==> src/design/sbf_pkg.sv <==
package sbf_pkg;

	localparam int BAN_ENTRIES_DEF   = 1024;
	localparam int TRACK_ENTRIES_DEF = 1024;

	localparam logic [15:0] DNS_PORT_RST = 16'd53;
	localparam logic [15:0] ETYPE_V4     = 16'h0800;
	localparam logic [15:0] ETYPE_V6     = 16'h86DD;

	localparam logic [7:0] PROTO_ICMP  = 8'd1;
	localparam logic [7:0] PROTO_TCP   = 8'd6;
	localparam logic [7:0] PROTO_UDP   = 8'd17;
	localparam logic [7:0] PROTO_ICMP6 = 8'd58;

	localparam logic [15:0] LEN_ETH = 16'd14;
	localparam logic [15:0] LEN_V4  = 16'd20;
	localparam logic [15:0] LEN_V6  = 16'd40;
	localparam logic [15:0] LEN_UDP = 16'd8;
	localparam logic [15:0] LEN_TCP = 16'd20;

	localparam logic [63:0] LO32_MASK = 64'h0000_0000_FFFF_FFFF;

	// ban entry: {tag[2:0], addr_hi, addr_lo}; tag bit0 permanent, bit1 recent, bit2 IPv6
	localparam int BAN_W = 3 + 64 + 64;
	// track entry: {fam, addr_hi, addr_lo, count, stamp}
	localparam int TRK_W = 1 + 64 + 64 + 64 + 64;

	typedef enum logic [2:0] {
		MODE_PKT      = 3'd0,
		MODE_ADD_PERM = 3'd1,
		MODE_ADD_REC  = 3'd2,
		MODE_DEL_PERM = 3'd3,
		MODE_DEL_REC  = 3'd4
	} mode_t;

	typedef enum logic [3:0] {
		R_SHORT_ETH  = 4'd0,
		R_OTHER      = 4'd1,
		R_UNLISTED   = 4'd2,
		R_PERM       = 4'd3,
		R_REC_UDP    = 4'd4,
		R_REC_ICMP   = 4'd5,
		R_REC_TCP    = 4'd6,
		R_REC_OTHER  = 4'd7,
		R_DNS        = 4'd8,
		R_LOOPBACK   = 4'd9,
		R_OP_OK      = 4'd10,
		R_FULL       = 4'd11
	} reason_t;

	typedef enum logic [1:0] {
		OP_EARLY = 2'd0,
		OP_PKT   = 2'd1,
		OP_ADD   = 2'd2,
		OP_DEL   = 2'd3
	} op_t;

	typedef enum logic [1:0] {
		RK_NONE = 2'd0,
		RK_UDP  = 2'd1,
		RK_ICMP = 2'd2,
		RK_TCP  = 2'd3
	} rkind_t;

	typedef enum logic [2:0] {
		ST_IDLE  = 3'd0,
		ST_BSCAN = 3'd1,
		ST_BDEC  = 3'd2,
		ST_TSCAN = 3'd3,
		ST_TDEC  = 3'd4
	} state_t;

	typedef struct packed {
		op_t         op;
		logic        recent;
		logic        count_proc;
		reason_t     early_reason;
		logic        fam;
		logic [63:0] hi;
		logic [63:0] lo;
		logic        rec_dns;
		rkind_t      rkind;
	} cmd_t;

endpackage

==> src/design/sbf_front.sv <==
module sbf_front import sbf_pkg::*; (
	input  logic        clk,
	input  logic        arst_n,
	input  logic        in_valid,
	output logic        in_stall,
	input  logic [2:0]  mode,
	input  logic [15:0] frame_len,
	input  logic [15:0] ethertype,
	input  logic [7:0]  l3_proto,
	input  logic [63:0] addr_hi,
	input  logic [63:0] addr_lo,
	input  logic        addr_is_v6,
	input  logic [15:0] src_port,
	input  logic [15:0] dst_port,
	input  logic        tcp_fin,
	input  logic        tcp_rst,
	input  logic        cfg_valid,
	output logic        cfg_ready,
	input  logic [15:0] cfg_data,
	output logic        cmd_valid,
	output cmd_t        cmd,
	input  logic        cmd_pop
);

	logic [15:0] dns_q;
	cmd_t        c;
	cmd_t        fifo_q [2];
	logic        wptr_q;
	logic        rptr_q;
	logic [1:0]  cnt_q;
	logic        push;
	logic        fam;
	logic        l3_ok;
	logic        udp_ok;
	logic        tcp_ok;
	logic [63:0] nhi;
	logic [63:0] nlo;
	logic [7:0]  icmp;

	assign cfg_ready = 1'b1;
	assign in_stall  = (cnt_q == 2'd2);
	assign push      = in_valid && !in_stall;
	assign cmd_valid = (cnt_q != 2'd0);
	assign cmd       = fifo_q[rptr_q];

	always_comb begin
		fam    = (mode == MODE_PKT) ? (ethertype == ETYPE_V6) : addr_is_v6;
		l3_ok  = fam ? (frame_len >= LEN_ETH + LEN_V6) : (frame_len >= LEN_ETH + LEN_V4);
		udp_ok = fam ? (frame_len >= LEN_ETH + LEN_V6 + LEN_UDP)
			: (frame_len >= LEN_ETH + LEN_V4 + LEN_UDP);
		tcp_ok = fam ? (frame_len >= LEN_ETH + LEN_V6 + LEN_TCP)
			: (frame_len >= LEN_ETH + LEN_V4 + LEN_TCP);
		nhi    = fam ? addr_hi : 64'd0;
		nlo    = fam ? addr_lo : (addr_lo & LO32_MASK);
		icmp   = fam ? PROTO_ICMP6 : PROTO_ICMP;

		c              = '0;
		c.op           = OP_EARLY;
		c.early_reason = R_OP_OK;
		c.fam          = fam;
		c.hi           = nhi;
		c.lo           = nlo;
		c.rec_dns      = (l3_proto == PROTO_UDP) && udp_ok && (dst_port == dns_q);
		if (l3_proto == PROTO_UDP) begin
			c.rkind = RK_UDP;
		end else if (l3_proto == icmp) begin
			c.rkind = RK_ICMP;
		end else if ((l3_proto == PROTO_TCP) && tcp_ok && (tcp_fin || tcp_rst)) begin
			c.rkind = RK_TCP;
		end else begin
			c.rkind = RK_NONE;
		end

		case (mode)
			MODE_PKT: begin
				if (frame_len < LEN_ETH) begin
					c.early_reason = R_SHORT_ETH;
				end else begin
					c.count_proc = 1'b1;
					if ((ethertype != ETYPE_V4 && ethertype != ETYPE_V6) || !l3_ok) begin
						c.early_reason = R_OTHER;
					end else if (fam && l3_proto == PROTO_UDP && udp_ok &&
							(dst_port == dns_q || src_port == dns_q)) begin
						c.early_reason = R_DNS;
					end else if (fam && nhi == 64'd0 && nlo == 64'd1) begin
						c.early_reason = R_LOOPBACK;
					end else begin
						c.op = OP_PKT;
					end
				end
			end
			MODE_ADD_PERM: c.op = OP_ADD;
			MODE_ADD_REC: begin
				c.op     = OP_ADD;
				c.recent = 1'b1;
			end
			MODE_DEL_PERM: c.op = OP_DEL;
			MODE_DEL_REC: begin
				c.op     = OP_DEL;
				c.recent = 1'b1;
			end
			default: c.op = OP_EARLY;
		endcase
	end

	always_ff @(posedge clk or negedge arst_n) begin
		if (!arst_n) begin
			dns_q  <= DNS_PORT_RST;
			wptr_q <= 1'b0;
			rptr_q <= 1'b0;
			cnt_q  <= 2'd0;
		end else begin
			if (cfg_valid) begin
				dns_q <= cfg_data;
			end
			if (push) begin
				fifo_q[wptr_q] <= c;
				wptr_q         <= ~wptr_q;
			end
			if (cmd_pop) begin
				rptr_q <= ~rptr_q;
			end
			cnt_q <= cnt_q + {1'b0, push} - {1'b0, cmd_pop};
		end
	end

endmodule

==> config.mk <==
export PLATFORM = sky130hd
export DESIGN_NAME = sbf_front
export DESIGN_NICKNAME = d
export VERILOG_FILES = /design/src/design/sbf_pkg.sv /design/src/design/sbf_front.sv
export SDC_FILE = /design/constraint.sdc
export NUM_CORES = 1
export LEC_CHECK = 0
export BUFFER_PORTS_ARGS = -buffer_cell sky130_fd_sc_hd__buf_2
export CAP_MARGIN = 15
export CORE_MARGIN = 5
export CORE_UTILIZATION = 52
export DETAILED_ROUTE_END_ITERATION = 6
export PLACE_DENSITY = 0.85
export SLEW_MARGIN = 0
export SYNTH_ARGS = -nofsm -noshare
export SYNTH_HDL_FRONTEND = slang
export SYNTH_SLANG_ARGS = --single-unit
==> constraint.sdc <==
create_clock -name clk -period 15.35 [get_ports clk]
set_input_delay 2.3025 -clock clk [delete_from_list [all_inputs] [get_ports clk]]
set_output_delay 2.3025 -clock clk [all_outputs]
set_load 0.01 [all_outputs]
== After elaboration in Yosys (flattened, before gate mapping) ==
Memory sizes are Yosys's and may differ from the RTL's.
Index checks and enable logic that the tools add are counted.

* Bitwise logic cells: 2
* Reductions and logical operators: 23
* Muxes and demuxes: 24
* Add/subtract/negate cells: 2
* Eq/ne operators: 14
* Magnitude comparators: 6

{| class="wikitable"
|+ Operators with widths
! cell !! number
|-
| $mux 64 || 2
|-
| $eq 64x1->1 const B || 1
|-
| $ge 16x6->1 const B || 4
|-
| $logic_not 64->1 || 1
|-
| $eq 16x16->1 || 2
|-
| $eq 16x16->1 const B || 1
|-
| $ge 16x7->1 const B || 1
|-
| $lt 16x4->1 const B || 1
|-
| $mux 2 || 8
|-
| $ne 16x12->1 const B || 1
|-
| $ne 16x16->1 const B || 1
|-
| $logic_and 1x1->1 || 12
|-
| $mux 1 || 9
|-
| $eq 8x3->1 const B || 1
|-
| $eq 8x5->1 const B || 1
|-
| $eq 8x6->1 || 1
|-
| $mux 4 || 2
|-
| $eq 3x2->1 const B || 2
|-
| $mux 6 || 1
|-
| $pmux 2 s3 || 1
|-
| $reduce_or 2->1 || 3
|-
| $mux 5 || 1
|-
| $eq 3x1->1 const B || 1
|-
| $eq 3x3->1 const B || 1
|-
| other kinds (8) || 12
|}

* Register bits after elaboration: 20
* Memories: 1
* Output and inout port bits: 143
* Bits in writable memories: 280

{| class="wikitable"
|+ Memory list
! memory !! depth !! bits a word !! read ports !! clocked after memory_dff !! wr ports !! line !! source
|-
| fifo_q || 2 || 140 || 1 || 0 || 1 || sbf_front.sv:27 || <nowiki>cmd_t fifo_q [2];</nowiki>
|}

== Depth between registers and ports, before layout ==
Gate-level depths: netlist (run 1).

* Word-level depth: 11
* Mapped depth: 8
* Mapped depth without buffers: 7

== Worst setup path before layout (run 1) ==
OpenSTA, ideal clock, no wires.

* Path kind: input -> register
* From: in in_valid
* To: mem fifo_q[0][0] (netlist bit) (enable)
* Arrival: 12.470 ns
* Slack: 2.045 ns
* Library setup time: 0.835 ns
* Buffers on the path: 0
* Stages on the path: 2
* Cell sequence: nand2_1 > nor3b_1

* Longest elaborated chain between the ends: 4

{| class="wikitable"
|+ RTL lines
! element !! line !! source
|-
| from (decl) || sbf_front.sv:4 || <nowiki>input logic in_valid,</nowiki>
|-
| $logic_and 1x1->1 || sbf_front.sv:42 || <nowiki>assign push = in_valid && !in_stall;</nowiki>
|-
| $mux 1 || sbf_front.sv:116 || <nowiki>if (push) begin</nowiki>
|-
| $logic_and 1x1->1 (not written as such) || sbf_front.sv:117 || <nowiki>fifo_q[wptr_q] <= c;</nowiki>
|-
| $mux 1 (not written as such) || sbf_front.sv:117 ||
|-
| to (decl) || sbf_front.sv:27 ||
|}

No other way between the ends.

==> results.json, run 1 <==
{
  "seq_power_share_pct": 44.4,
  "fmax_mhz": 184.3,
  "drtPass1Iterations": 5,
  "area_delta_synth_final_pct": 25.26,
  "critPathTopFamily": "flip-flops",
  "dp.cells": 1411,
  "die_w_um": 165.2,
  "critPathBufInv": 2,
  "critPathMaxStageDelay_ns": 1.10,
  "dieHeight_um": 165.2,
  "setup-violations-final": 0,
  "clockRootBuffer": "clkbuf_16",
  "grt_max_degree": 103,
  "hold_viol_final": 0,
  "clock_sinks": 298,
  "setup_tns_ns": 0,
  "routed-wl-met3_um": 3091,
  "cts_resized": 0,
  "grt_pass1_vias": 8394,
  "clock_latency_ns": 0.54,
  "status": "finished, final reports clean",
  "seq_area_frac_synth_pct": 70.72,
  "antenna_found_initial": 2,
  "ys.flop_type": "edfxtp_1",
  "crit_required_ns": 13.05,
  "wl_met2_um": 15750,
  "comb_power_share_pct": 25.1,
  "drive_above_1_share_pct": 51.04,
  "worstHoldStart": "cnt_q[1]$_DFF_PN0_",
  "layout_common_cells": "buf_2 (366), edfxtp_1 (278), mux2_2 (155), and2_1 (96), nor4_1 (40)",
  "vias_per_cell": 5.430,
  "start_util_pct": 53.02,
  "rows": 56,
  "ys_async_sr_fraction_pct": 6.711,
  "postCtsSetupRepairBufs": 0,
  "crit_chain": "buf_4 > mux2_2 > buf_2",
  "ctsHoldBuffers": 0,
  "synth-seq-cells": 298,
  "nets": 1354,
  "reg2reg_depth": 4,
  "cap_violations": 0,
  "gr-usage-all-layers_pct": 21.43,
  "maxSlewHeadroom_pct": 28.19,
  "path_max_fanout": 75,
  "dp_slack_ns": 10.14,
  "postLayoutCellArea_um2": 15680,
  "synth_nets": 981,
  "cts_tree": "yes",
  "internal_power_mw": 1.743,
  "worstMarginPinSlew_ns": 1.072,
  "dr.first_iter.drc_count": 628,
  "cp.arrival_ns": 3.12,
  "clock_power_share_pct": 30.5,
  "r2r_start": "cnt_q[1]$_DFF_PN0_",
  "setup.worst_path.end_class": "output pin",
  "cp-endpoint": "cmd[131]",
  "rsz0062_at_grt": "false",
  "hpwlAfterDp_um": 21700,
  "power_density_nw_per_um2": 154.5,
  "p_total_mw": 2.423,
  "syn_area_per_cell_um2": 16.65,
  "utilization_pct": 66.42,
  "final_common_cell": "buf_2",
  "yosysWarningCount": 0,
  "layout_setup_ws_ns": 9.925,
  "path_class": "reg -> out",
  "grt_pass1_wl_um": 45040,
  "final_cells": 1471,
  "fin_crit_sh_pct": 35.34,
  "cts_buffers": 31,
  "post_dp_cell_area_um2": 14660,
  "htreeDepth": 1,
  "start_kind": "register",
  "swShare_pct": 28.06,
  "slowest_stage": "dfrtp_4",
  "drv_slew": 0,
  "p_leak_nw": 5.942,
  "r2r_end": "fifo_q[0][77]$_DFFE_PP_",
  "die-area_um2": 27280,
  "ios": 370,
  "core_um2": 23610,
  "clk_pin_slew_ns": 0.06,
  "critPathLaunch": "rptr_q$_DFFE_PN0P_",
  "syn_area_um2": 12520,
  "detail-route-antenna-nets": 0,
  "wl_met1_um": 10670,
  "wl_per_cell_um": 20.71,
  "syn_inst": 752,
  "synth_edf_count": 278,
  "gp_congestion": 0.8281,
  "via_count": 7988,
  "grt_remaining_overflow": 0,
  "fin_crit_ns": 5.425,
  "skew_ns": 0.006437,
  "port_buffers": 366,
  "hold_ws_ns": 0.5146,
  "hp-class": "reg -> reg",
  "drcViolationCount": 0,
  "wl_um": 30460,
  "reg2reg_slack_ns": 12.44,
  "top_layer_used": "met4",
  "ir_worst_vdd_uv": 99.16,
  "critical_path_depth": 3,
  "p_sw_mw": 0.6799,
  "synth.distinct_cells": 50,
  "max-clock-path-buffers": 3
}
==> power groups by stage <==
stage               clock [mW]  combinational (mW)  sequential, mW
floorplan                    0               0.404            1.07
global placement             0               0.604            1.08
detailed placement           0               0.610            1.09
CTS                      0.751               0.616            1.08
global route             0.794               0.654            1.08
finish                   0.739               0.608            1.08
==> synthesized netlist by cell type, types with 2 or more instances <==
cell type  instances  area share (%)
inv_1              2           0.060
ha_1               2            0.20
clkbuf_1          19            0.57
buf_2              2           0.080
conb_1             2           0.060
and3_1             3            0.15
nand2_1            9            0.27
mux2_2           155              14
and2_1            96             4.8
buf_4              2            0.12
nor4_1            40             2.0
nand4_1           18            0.90
xnor2_1           36             2.5
a21oi_1            5            0.20
nand2b_1           3            0.15
nor3_1             3            0.12
edfxtp_1         278              67
o21a_1             2            0.12
nor2b_1            2            0.10
a21o_1             2            0.12
buf_1              5            0.15
or3_1              2            0.10
nor4b_1            4            0.28
dfrtp_1           16             3.2
o21ai_0            5            0.20
clkbuf_2           2           0.080
dfstp_2            4            0.84
nor2_1             8            0.24
nand3_1            4            0.16
==> cell families after synthesis <==
group / synth area share (%)
adder cells (fa/ha/maj): 0.1998
other: 0.05999
AND/OR/NAND/NOR: 9.854
flip-flops: 70.72
multiplexers: 14.02
XOR/XNOR: 2.588
AO/OA/AOI/OAI: 1.379
buffers and inverters: 1.179
==> worst register-to-register path, stage by stage, from the launching register on <==
cell      delay, ns
dfrtp_1        0.41
nand2b_1       0.14
nand2_1        0.14
nor3b_2        0.90
buf_4          0.89
==> final cells by class <==
cell class	instances	area, um2
inverter	3	11.26
timing repair buffer	371	1869
sequential	298	8857
tap	319	399.1
clock inverter	22	220.2
fill	1666	7930
multi-input combinational	420	3526
clock buffer	36	794.5
antenna	2	5.005
==> sequential cells by signal, indices dropped and copies added (netlist names) <==
| register | count |
|---|---|
| fifo_q | 278 |
| dns_q | 16 |
| cnt_q | 2 |
| rptr_q | 1 |
| wptr_q | 1 |
==> worst min-delay path by stage <==
stage,to,slack (ns),depth (start not counted)
final,cnt_q[1]$_DFF_PN0_,0.51,1
after global routing,cnt_q[1]$_DFF_PN0_,0.54,1
after CTS,cnt_q[1]$_DFF_PN0_,0.51,1
after detailed placement,cnt_q[1]$_DFF_PN0_,0.50,1
after global placement,cnt_q[1]$_DFF_PN0_,0.48,1
after floorplan,cnt_q[1]$_DFF_PN0_,0.46,1
==> layer usage <==
metal / track usage [%] / vias up
li1: - / 3638
met1: 24.61 / 3886
met2: 38.36 / 397
met5: 0 / -
met3: 6.602 / 67
met4: 6.692 / 0
Power figures use the tool's default switching activity.
==> run 2: changes to the inputs <==
- ABC_AREA: default -> 1
- clock period: 15.35 -> 5.7 ns (I/O delays scaled with it)
==> run 2 against run 1 <==
  * Area after synthesis up 3.6%
  * Critical path depth did not move
  * Design area increased by 2.2%
  * Global-route usage barely moved
  * Power grew to 2.6 times the previous value
  * Clock power rose by 150%
  * Combinational power increased to 2.8 times the previous value
  * Setup slack lost 7.7 ns
  * Sequential cell count did not move
  * Worst hold slack got worse by 0.25 ns
  * Sequential power increased to 2.7 times the previous value
  * Critical endpoint is now cmd[2]
  * Largest cell class unchanged
  * Largest power group unchanged
==> results.json, run 2 <==
{
  "status": "finished, final reports clean",
  "dp.cells": 1616,
  "path_class": "reg -> out",
  "hold_viol_final": 0,
  "synth_edf_count": 278,
  "gp_congestion": 0.8749,
  "synth_top_family_by_area": "multiplexers",
  "antenna_found_initial": 3,
  "synth-simple-area-share_pct": 8.382,
  "synth_compound_area_share_pct": 2.575,
  "grt_max_degree": 78,
  "via_count": 8707,
  "skew_ns": 0.01154,
  "syn_inst": 954,
  "utilization_pct": 65.55,
  "die_w_um": 167.9,
  "crit_required_ns": 4.85,
  "drtPass1Iterations": 5,
  "start_kind": "register",
  "n_fill_cell": 1782,
  "rows": 57,
  "yosys-mux-area-fraction_pct": 13.20,
  "maxSlewHeadroom_pct": 28.92,
  "syn_area_per_cell_um2": 13.60,
  "reg2reg_slack_ns": 3.43,
  "setup.worst_path.end_class": "output pin",
  "p_total_mw": 6.417,
  "netlist_top_cells_area": "edfxtp_1 (64%), mux2_2 (13%), nor2_1 (4.2%)",
  "grt_pass1_vias": 9289,
  "grt_remaining_overflow": 0,
  "port_buffers": 366,
  "drcViolationCount": 0,
  "r2r_start": "cnt_q[1]$_DFF_PN0_",
  "synth-xor-area-share_pct": 2.161,
  "ys_async_sr_fraction_pct": 6.711,
  "fin_crit_sh_pct": 61.20,
  "gr-usage-all-layers_pct": 21.39,
  "cp.arrival_ns": 2.63,
  "postCtsSetupRepairBufs": 0,
  "layout_setup_ws_ns": 2.211,
  "p_leak_nw": 6.656,
  "yosysMostFrequentCell": "edfxtp_1",
  "synth_nets": 1183,
  "layout_common_cells": "buf_2 (366), edfxtp_1 (278), mux2_2 (152), nor2_1 (146), inv_1 (128)",
  "ys.flop_type": "edfxtp_1",
  "top_register": "fifo_q",
  "ctsHoldBuffers": 0,
  "reg_top3": "fifo_q (278), dns_q (16), cnt_q (2)",
  "seq_area_frac_synth_pct": 68.26,
  "ir_worst_vdd_uv": 337.4,
  "vias_per_cell": 5.204,
  "clk_pin_slew_ns": 0.06,
  "yosysWarningCount": 0,
  "drv_slew": 0,
  "cts_buffers": 30,
  "wl_um": 31300,
  "synth_fa_ha_area_share_pct": 0.1929,
  "final_common_cell": "buf_2",
  "core_um2": 24460,
  "final_cells": 1673,
  "dieHeight_um": 167.9,
  "reg2reg_depth": 4,
  "fin_crit_ns": 3.489,
  "syn_area_um2": 12970,
  "clock_sinks": 298,
  "hp-class": "in -> async",
  "fmax_mhz": 286.6,
  "ios": 370,
  "dr.first_iter.drc_count": 587,
  "synth.distinct_cells": 37,
  "area_delta_synth_final_pct": 23.61,
  "wl_per_cell_um": 18.71,
  "hold_ws_ns": 0.2654,
  "worstMarginPinSlew_ns": 1.066,
  "grt_pass1_wl_um": 48350,
  "synth_area_leader_cell": "edfxtp_1",
  "htreeDepth": 1,
  "synth_top_area_share_pct": 64.36,
  "r2r_end": "fifo_q[0][60]$_DFFE_PP_",
  "synthTopCellsByCount": "edfxtp_1 (278), mux2_2 (152), nor2_1 (146)",
  "drive_above_1_share_pct": 43.49,
  "start_util_pct": 53.03,
  "max-clock-path-buffers": 3,
  "synth-seq-cells": 298,
  "cts_tree": "yes",
  "rsz0062_at_grt": "false",
  "hpwlAfterDp_um": 22070,
  "die-area_um2": 28200,
  "power_density_nw_per_um2": 400.2,
  "largest_reg_flops": 278,
  "nets": 1553,
  "clock_latency_ns": 0.55,
  "path_max_fanout": 73,
  "dp_slack_ns": 2.071,
  "detail-route-antenna-nets": 0,
  "cts_resized": 0,
  "clockRootBuffer": "clkbuf_16",
  "setup-violations-final": 0,
  "cap_violations": 0
}
run 2: changes by cell type in the layout (fill, tap and decap cells not counted), moves of 4 or more:
cell / delta
o41ai_1: +15
nand3_1: +6
xor2_1: +8
nor4b_1: -4
nand4_1: -4
nor4_1: -32
and2_1: -96
nor2_1: +138
inv_1: +126
o21ai_1: +5
xnor2_1: -13
nand2_1: +49
o21ai_0: +12
run 2: area by class of cell:
type | instances | area (um2) | area share, %
antenna | 4 | 10.01 | 0.06243
clock buffer | 35 | 769.5 | 4.799
clock inverter | 18 | 145.1 | 0.9052
inverter | 130 | 489.2 | 3.051
multi-input combinational | 492 | 3468 | 21.63
sequential | 298 | 8857 | 55.24
tap | 324 | 405.4 | 2.528
timing repair buffer | 372 | 1889 | 11.78
run 2: worst max-delay path: stages, from the launching register on:
cell	delay, ns
dfrtp_4	1.02
buf_12	0.42
mux2_2	0.40
buf_2	0.15
run 2: worst max-delay path by stage:
stage                       start                      end  depth (start not counted)
6_report       rptr_q$_DFFE_PN0P_                   cmd[2]                          3
2_1_floorplan            in_valid   fifo_q[0][0]$_DFFE_PP_                          2
3_3_place_gp        ethertype[11]  fifo_q[0][60]$_DFFE_PP_                          9
5_1_grt        rptr_q$_DFFE_PN0P_                 cmd[138]                          3
3_5_place_dp              mode[1]  fifo_q[1][49]$_DFFE_PP_                          9
4_1_cts        rptr_q$_DFFE_PN0P_                 cmd[130]                          3
run 2: routing by layer:
metal	up-vias	track usage, %	share of wire, %
met5	-	0	0
met4	0	7.304	3.4
met3	68	3.658	7.1
met2	380	38.24	52
met1	4171	26.38	38
li1	4088	-	-
run 2: per-stage QoR:
stage | TNS [ns] | area [um2]
after floorplan | -357.10 | 12980
after global placement | 0 | 15110
after detailed placement | 0 | 15110
after CTS | 0 | 16020
after global routing | 0 | 16030
final | 0 | 16030
run 2: kinds of logic after synthesis:
family | after synthesis
XOR/XNOR | 32
AO/OA/AOI/OAI | 49
other | 2
buffers and inverters | 164
multiplexers | 152
flip-flops | 298
AND/OR/NAND/NOR | 255
adder cells (fa/ha/maj) | 2
run 2: where the power goes:
part           total, mW  internal (mW)  switching [mW]
combinational       1.70          0.798           0.906
sequential          2.88           2.72           0.162
clock               1.83           1.05           0.786
total               6.42           4.56            1.85
